### src/hw/rtl/rwsp_pkg.sv
// Shared types and constants of the register write stream player.
package rwsp_pkg;

    typedef enum logic [1:0] {
        KIND_WRITE    = 2'd0,
        KIND_WAIT     = 2'd1,
        KIND_FINISHED = 2'd2,
        KIND_ERROR    = 2'd3
    } kind_t;

    typedef struct packed {
        logic [7:0] stream_byte;
        logic       end_of_stream;
        logic       spare_empty;
    } in_item_t;

    typedef struct packed {
        kind_t       kind;
        logic [4:0]  reg_addr;
        logic [7:0]  reg_value;
        logic [13:0] wait_units;
        logic        refill_request;
    } out_item_t;

    localparam logic [7:0]  ADDR_LIMIT        = 8'h20;
    localparam logic [7:0]  CMD_WAIT          = 8'h81;
    localparam logic [7:0]  CMD_END           = 8'hFF;
    localparam logic [15:0] CREDIT_MAX        = 16'hFFFF;
    localparam logic [15:0] REFILL_COST_RESET = 16'd928;

endpackage

### src/hw/rtl/rwsp_parser.sv
// Command byte parser with credit accounting and the refill cost register.
module rwsp_parser (
    input  logic                aclk,
    input  logic                aresetn,
    input  logic                cfg_valid,
    input  logic [15:0]         cfg_data,
    input  logic                step_en,
    input  rwsp_pkg::in_item_t  item,
    output logic                res_valid,
    output rwsp_pkg::out_item_t res_item
);

    typedef enum logic [1:0] {
        PH_CMD      = 2'd0,
        PH_VALUE    = 2'd1,
        PH_COUNT_LO = 2'd2,
        PH_COUNT_HI = 2'd3
    } phase_t;

    phase_t      phase_reg, phase_next;
    logic [4:0]  held_addr_reg, held_addr_next;
    logic [7:0]  count_lo_reg, count_lo_next;
    logic [15:0] credit_reg, credit_next;
    logic        halted_reg, halted_next;
    logic [15:0] cost_reg;

    logic [15:0] count;
    logic [16:0] credit_sum;
    logic [15:0] credit_sat;

    assign count      = {item.stream_byte, count_lo_reg};
    assign credit_sum = {1'b0, credit_reg} + {1'b0, count};
    assign credit_sat = (credit_sum >= {1'b0, rwsp_pkg::CREDIT_MAX}) ?
                        rwsp_pkg::CREDIT_MAX : credit_sum[15:0];

    always_comb begin
        phase_next     = phase_reg;
        held_addr_next = held_addr_reg;
        count_lo_next  = count_lo_reg;
        credit_next    = credit_reg;
        halted_next    = halted_reg;
        res_valid      = 1'b0;
        res_item       = '0;
        res_item.kind  = rwsp_pkg::KIND_WRITE;
        if (step_en && !halted_reg) begin
            if (item.end_of_stream) begin
                // drop any partial write or wait
                halted_next   = 1'b1;
                phase_next    = PH_CMD;
                res_valid     = 1'b1;
                res_item.kind = rwsp_pkg::KIND_FINISHED;
            end else begin
                case (phase_reg)
                    PH_CMD: begin
                        if (item.stream_byte < rwsp_pkg::ADDR_LIMIT) begin
                            held_addr_next = item.stream_byte[4:0];
                            phase_next     = PH_VALUE;
                        end else if (item.stream_byte == rwsp_pkg::CMD_WAIT) begin
                            phase_next = PH_COUNT_LO;
                        end else begin
                            halted_next   = 1'b1;
                            res_valid     = 1'b1;
                            res_item.kind = (item.stream_byte == rwsp_pkg::CMD_END) ?
                                            rwsp_pkg::KIND_FINISHED :
                                            rwsp_pkg::KIND_ERROR;
                        end
                    end
                    PH_VALUE: begin
                        phase_next         = PH_CMD;
                        res_valid          = 1'b1;
                        res_item.kind      = rwsp_pkg::KIND_WRITE;
                        res_item.reg_addr  = held_addr_reg;
                        res_item.reg_value = item.stream_byte;
                    end
                    PH_COUNT_LO: begin
                        count_lo_next = item.stream_byte;
                        phase_next    = PH_COUNT_HI;
                    end
                    PH_COUNT_HI: begin
                        phase_next          = PH_CMD;
                        res_valid           = 1'b1;
                        res_item.kind       = rwsp_pkg::KIND_WAIT;
                        res_item.wait_units = count[15:2];
                        if (item.spare_empty && (credit_sat >= cost_reg)) begin
                            credit_next             = credit_sat - cost_reg;
                            res_item.refill_request = 1'b1;
                        end else begin
                            credit_next = credit_sat;
                        end
                    end
                    default: begin
                        phase_next = PH_CMD;
                    end
                endcase
            end
        end
    end

    always_ff @(posedge aclk) begin
        if (!aresetn) begin
            phase_reg     <= PH_CMD;
            held_addr_reg <= '0;
            count_lo_reg  <= '0;
            credit_reg    <= '0;
            halted_reg    <= 1'b0;
            cost_reg      <= rwsp_pkg::REFILL_COST_RESET;
        end else begin
            phase_reg     <= phase_next;
            held_addr_reg <= held_addr_next;
            count_lo_reg  <= count_lo_next;
            credit_reg    <= credit_next;
            halted_reg    <= halted_next;
            if (cfg_valid) begin
                cost_reg <= cfg_data;
            end
        end
    end

endmodule

### src/hw/rtl/register_write_stream_player_unit.sv
// Top level: input register, parser and result register of the stream player.
// Path: input register, then the single parser step, then the result register (m_valid).
// One input beat per cycle while the result register is free (empty or m_ready).
// Beats that produce no result (address, count low, anything after a stop) drop out.
// Reset (aresetn low, synchronous): both registers empty, parser idle, credit zero,
// refill cost back to 928.
module register_write_stream_player_unit (
    input  logic                aclk,
    input  logic                aresetn,
    input  logic                cfg_valid,
    output logic                cfg_ready,
    input  logic [15:0]         cfg_data,
    input  logic                s_valid,
    output logic                s_ready,
    input  rwsp_pkg::in_item_t  s_item,
    output logic                m_valid,
    input  logic                m_ready,
    output rwsp_pkg::out_item_t m_item
);

    logic                in_valid_reg;
    rwsp_pkg::in_item_t  in_item_reg;
    logic                out_valid_reg;
    rwsp_pkg::out_item_t out_item_reg;

    logic                out_free;
    logic                advance;
    logic                res_valid;
    rwsp_pkg::out_item_t res_item;

    assign out_free  = !out_valid_reg || m_ready;
    assign advance   = in_valid_reg && out_free;
    assign s_ready   = !in_valid_reg || advance;
    assign cfg_ready = 1'b1;
    assign m_valid   = out_valid_reg;
    assign m_item    = out_item_reg;

    rwsp_parser u_parser (
        .aclk      (aclk),
        .aresetn   (aresetn),
        .cfg_valid (cfg_valid),
        .cfg_data  (cfg_data),
        .step_en   (advance),
        .item      (in_item_reg),
        .res_valid (res_valid),
        .res_item  (res_item)
    );

    always_ff @(posedge aclk) begin
        if (!aresetn) begin
            in_valid_reg  <= 1'b0;
            out_valid_reg <= 1'b0;
        end else begin
            if (s_ready) begin
                in_valid_reg <= s_valid;
            end
            if (out_free) begin
                out_valid_reg <= advance && res_valid;
            end
        end
    end

    always_ff @(posedge aclk) begin
        if (s_ready && s_valid) begin
            in_item_reg <= s_item;
        end
        if (out_free && advance && res_valid) begin
            out_item_reg <= res_item;
        end
    end

endmodule

### config.mk
export PLATFORM = sky130hd
export DESIGN_NAME = register_write_stream_player_unit
export DESIGN_NICKNAME = d
export VERILOG_FILES = /design/src/hw/rtl/rwsp_pkg.sv /design/src/hw/rtl/rwsp_parser.sv /design/src/hw/rtl/register_write_stream_player_unit.sv
export SDC_FILE = /design/constraint.sdc
export NUM_CORES = 1
export LEC_CHECK = 0
export BUFFER_PORTS_ARGS = -buffer_cell sky130_fd_sc_hd__clkbuf_2
export CORE_UTILIZATION = 36
export CTS_CLUSTER_SIZE = 25
export DETAILED_ROUTE_END_ITERATION = 8
export GPL_TIMING_DRIVEN = 0
export SETUP_SLACK_MARGIN = 0.02
export SLEW_MARGIN = 20
export SYNTH_ARGS = -nofsm -noshare
export SYNTH_HDL_FRONTEND = slang
export SYNTH_SLANG_ARGS = --single-unit
### constraint.sdc
create_clock -name aclk -period 7.8 [get_ports aclk]
set_input_delay 1.56 -clock aclk [delete_from_list [all_inputs] [get_ports aclk]]
set_output_delay 1.56 -clock aclk [all_outputs]
set_load 0.005 [all_outputs]
* Yosys cells after proc, flatten, opt, wreduce, memory -nomap -nowiden
Index checks and enable logic that the tools add are counted.
** Cells by class
- Equal/unequal tests :: 8
- Reductions and logical operators :: 23
- Mux-type cells :: 21
- $lt $le $gt $ge :: 3
- Add/subtract/negate cells :: 2
- Bitwise gates (word level) :: 4
** Operators with widths (number)
- 16-bit two-way mux :: 2
- 16-bit by 16-bit adder with 17-bit output :: 1
- 17-bit by 16-bit greater-or-equal comparator with 1-bit output, second input constant :: 1
- 8-bit equality test, second input constant :: 2
- 16-bit greater-or-equal comparator :: 1
- 16-bit subtractor :: 1
- 2-bit two-way mux :: 6
- 1-bit two-way mux :: 10
- 8-bit by 6-bit less-than comparator with 1-bit output, second input constant :: 1
- 4-bit AND reduction :: 2
- 1-bit logical AND :: 7
- 2-bit case mux with 3 select lines :: 1
- 3-bit AND reduction :: 2
- 3-bit OR reduction :: 2
- 2-bit equality test, second input constant :: 2
- 2-bit inequality test, second input constant :: 2
- 4-bit by 2-bit inequality test with 1-bit output, second input constant :: 1
- 1-bit NOT :: 4
- 2-bit case mux with 2 select lines :: 1
- 2-bit OR reduction :: 2
- 1-bit zero test :: 3
- 2-bit by 1-bit equality test with 1-bit output, second input constant :: 1
- 2-bit zero test :: 1
- 1-bit logical OR :: 2
- 3 further kinds :: 3
** Word-level totals
- Input port bits :: 31
- Logic and storage cells :: 78
- Output and inout port bits :: 33
- Register bits :: 90

* Longest topological paths before layout
- Word-level depth :: 7
- Mapped depth :: 21
- Mapped depth without buffers :: 20

* Hierarchy
A second synthesis with hierarchy kept.
** Unflattened totals
- Cell total of the unflattened synthesis :: 565
- Area, all modules :: 5318.9 um^2
** By module, submodules not included
- rwsp_parser :: cells each 510, area each 3993.8 um^2, instances 1, seq. area each 960.9 um^2
- register_write_stream_player_unit :: cells each 55, area each 1325.0 um^2, instances 1, seq. area each 1241.2 um^2

* Worst setup path before layout
No wires, ideal clock.
- Path type :: register to register
- Start :: register in_item_reg[7] (netlist name)
- End :: register u_parser.credit_reg[11]
- Slack :: 3328 ps
- Buffers on the path :: 3
- Required time :: 7680 ps
- Arrival :: 4353 ps
- Stages on the path, launching flop included :: 19
- Library setup time :: 120 ps
- Period minus slack after synthesis :: 4472 ps
- Cells stage by stage :: edfxtp_1 ha_1 a211oi_1 o211ai_1 a41oi_1 o21ai_0 a31oi_1 buf_2 buf_2 nand2_1 ha_1 a211oi_2 o21ai_2 a2111oi_4 o31ai_4 o31ai_4 buf_6 nor3_2 o31a_1
** On the way
- Word-level cells in the longest chain between the ends :: 6
** Ends and longest elaborated chain
- start: declaration :: line register_write_stream_player_unit.sv:22 : rwsp_pkg::in_item_t in_item_reg;
- start signal: assignment :: line register_write_stream_player_unit.sv:65 : in_item_reg <= s_item;
- 16-bit by 16-bit adder with 17-bit output * :: line rwsp_parser.sv:32 : assign credit_sum = {1'b0, credit_reg} + {1'b0, count};
- 17-bit by 16-bit greater-or-equal comparator with 1-bit output :: line rwsp_parser.sv:33 : assign credit_sat = (credit_sum >= {1'b0, rwsp_pkg::CREDIT_MAX}) ?
- 16-bit two-way mux * :: line rwsp_parser.sv:33
- 16-bit greater-or-equal comparator :: line rwsp_parser.sv:84 : if (item.spare_empty && (credit_sat >= cost_reg)) begin
- 1-bit logical AND :: line rwsp_parser.sv:84
- 16-bit two-way mux * :: line rwsp_parser.sv:84
- end signal: assignment :: line rwsp_parser.sv:111 : credit_reg <= credit_next;
- end: declaration :: line rwsp_parser.sv:23 : logic [15:0] credit_reg, credit_next;
Every way passes the cells marked *; elsewhere a longest branch is shown, timed or not.
A chain may end at the register's enable or synchronous reset.

* Final worst setup path
- Start :: register in_item_reg[7] (netlist name)
- End :: register u_parser.credit_reg[9]
The elaborated chain is that of the path after synthesis.

==> flow_metrics.tcl <==
set metrics [dict create \
    outcome "complete, no violations" \
    drive_gt1_share_pct 15.7 \
    grt_max_degree 32 \
    grt_util_met2_pct 28.6 \
    cts.hold.buffers_added 0 \
    io_pins 64 \
    antenna_found_initial 0 \
    die_w_um 123 \
    synth.yosys.seq_area_share_pct 42.0 \
    startpoint_type "register" \
    drtIter0Drc 337 \
    die-area_um2 15100 \
    cp_slowest_cell "edfxtp_1" \
    critPathKind "register to register" \
    cpPeakStageDelay_ns 0.54 \
    postRouteAntennaNets 0 \
    slew_headroom_pct 46.4 \
    rsz0062_at_grt "false" \
    tritoncts "built" \
    gr-usage-met3_pct 3.21 \
    clk_pin_slew_ns 0.07 \
    synth_common_cells "dfxtp_1 (50), nand2_1 (44), edfxtp_1 (40), ha_1 (37)" \
    grt-ovfl-total 0 \
    fin_nets 694 \
    finalSetupTns_ns 0 \
    synth_edf_count 40 \
    clockBufferDepth 2 \
    synth_area_leader_cell "edfxtp_1" \
    dp_slack_ns 2.20 \
    fp.dieH_um 123 \
    r2r_slack_ns 2.11 \
    ir_drop_uv 112 \
    drt_pass1_iterations 5 \
    synthDistinctLibCells 62 \
    num_rows 43 \
    crit_fanout 10 \
    worstPathCellList "ha_1 > a211oi_1 > o211ai_1 > a41oi_1 > o21ai_0 > a31oi_1 > buf_2 > buf_2 > nand2_1 > ha_1 > a211oi_2 > o21ai_2 > a2111oi_4 > o31ai_4 > o31ai_4 > buf_6 > nand3_1 > o21ai_0 > a21oi_1" \
    worst_pin_slew_ns 0.794 \
    yosysMostFrequentCell "dfxtp_1" \
    fin_crit_sh_pct 73.0 \
    arrival_ns 5.92 \
    cts_setup_buffers 0 \
    cts-root-buf "clkbuf_16" \
    cts_num_sinks 90 \
    vias_per_cell 5.37 \
    hold_class "register to register" \
    grt-busiest-layer "met2" \
    coreArea_um2 14000 \
    clk_latency_ns 0.36 \
    finalNonFillerCells 809 \
    finalSetupViolCount 0 \
    post_cts_resized 0 \
    powerDensity_nw_per_um2 180 \
    antenna_cells 0 \
    use_met1_pct 26.9 \
    whs_ns 0.465 \
    finClkSkew_ns 0.00813 \
    async_flop_share_pct 0 \
    grt_pass1_vias 4116 \
    drc 0 \
    setup_ws_ns 2.11 \
    hpwl_mm 10.2 \
    synth-warning-count 0 \
    vias 4346 \
    min_period_ns 5.69 \
    synthCells 552 \
    place_inst 793 \
    required_ns 8.03 \
    h-tree-depth 3 \
    area_growth_pct 15.6 \
    max_freq_ghz 0.176 \
    wire_per_inst_um 16.5 \
    cts_buffers 9 \
    gp_congestion 0.844 \
    synth-seq-cells 90 \
    largest_register_ffs 30 \
    worst_setup_path_end_kind "register" \
    io_buffer_count 61 \
    netlist.area_leader.share_pct 22.9 \
    grt_pass1_wl_mm 21.5 \
    synth_nets 622 \
    synth_area_leaders "edfxtp_1 (23%), dfxtp_1 (19%), ha_1 (8.8%)" \
    max_cap_viol_count 0 \
    post_synth.cell_area_avg_um2 9.51 \
    p_leak_nw 2.56 \
    slew_viol_final 0 \
    synth_flop_cell "dfxtp_1" \
    finalHoldViolCount 0 \
    syn-cell-area_um2 5250 \
    totalWireLength_mm 13.3 \
    grt_use_total_pct 19.0 \
    post-route-util_pct 43.2 \
    start_util_pct 37.4 \
]
==> routing by layer <==
layer / wire length [um] / up-vias / part of all wire (%)
met1: 6360 / 2069 / 48
li1: - / 2160 / -
met3: 648 / 15 / 4.9
met5: 0 / - / 0
met2: 6040 / 102 / 45
met4: 267 / 0 / 2.0
==> kinds of logic after synthesis <==
logic type | synth area share, %
muxes | 3.84
and+or+nand+nor | 18.2
xor gates and xnor gates | 2.67
DFF | 42.0
adders and majority gates | 9.58
AOI/OAI and AO/OA | 19.3
other | 0.0714
buffers and inverters | 4.41
==> through the flow <==
stage                     instance area [um^2]  power [W]
after floorplan                           5250   0.000623
after global placement                    5780   0.000667
after CTS                                 6070    0.00110
after detailed placement                  5780   0.000670
after global routing                      6070    0.00113
final                                     6070    0.00109
==> layout make-up <==
| cell class | instances | area, um^2 |
|---|---|---|
| multi-input combinational | 406 | 2820 |
| tap | 180 | 225 |
| timing repair buffer | 61 | 305 |
| clock buffer | 9 | 225 |
| inverter | 34 | 128 |
| fill | 1386 | 7980 |
| sequential | 90 | 2200 |
| clock inverter | 7 | 60.1 |
| buffer | 22 | 104 |
==> power breakdown <==
| group | switching (W) | internal [W] | leakage (nW) |
|---|---|---|---|
| Combinational | 0.0000811 | 0.0000574 | 1.64 |
| Sequential | 0.0000119 | 0.000509 | 0.786 |
| Clock | 0.000208 | 0.000223 | 0.138 |
| Total | 0.000301 | 0.000789 | 2.56 |
==> layout by cell type (no fill, tap or decap), types with 19 or more instances in the layout <==
cell / count
a21oi_1: 34
edfxtp_1: 40
nand2_1: 44
clkbuf_2: 61
nand3_1: 21
ha_1: 37
inv_1: 34
o21ai_0: 33
nor2b_1: 25
mux2i_1: 19
and3_1: 29
dfxtp_1: 50
nor2_1: 25
==> final timing paths <==
path,from,endpoint,cells after the start
worst max-delay path,in_item_reg[7],u_parser.credit_reg[9],19
worst min-delay path,u_parser.credit_reg[2],u_parser.credit_reg[2],2
worst max register to register,in_item_reg[7],u_parser.credit_reg[9],19
worst min register to register,u_parser.credit_reg[2],u_parser.credit_reg[2],2
==> worst max-delay path: cells and delay by family, from the launching register on <==
kind / cells / cell delay [ns]
compound gates: 12 / 3.18
fa+ha+maj: 2 / 0.87
buf+inv: 3 / 0.78
flops: 1 / 0.54
simple gates: 2 / 0.19
Power figures use the tool's default switching activity.
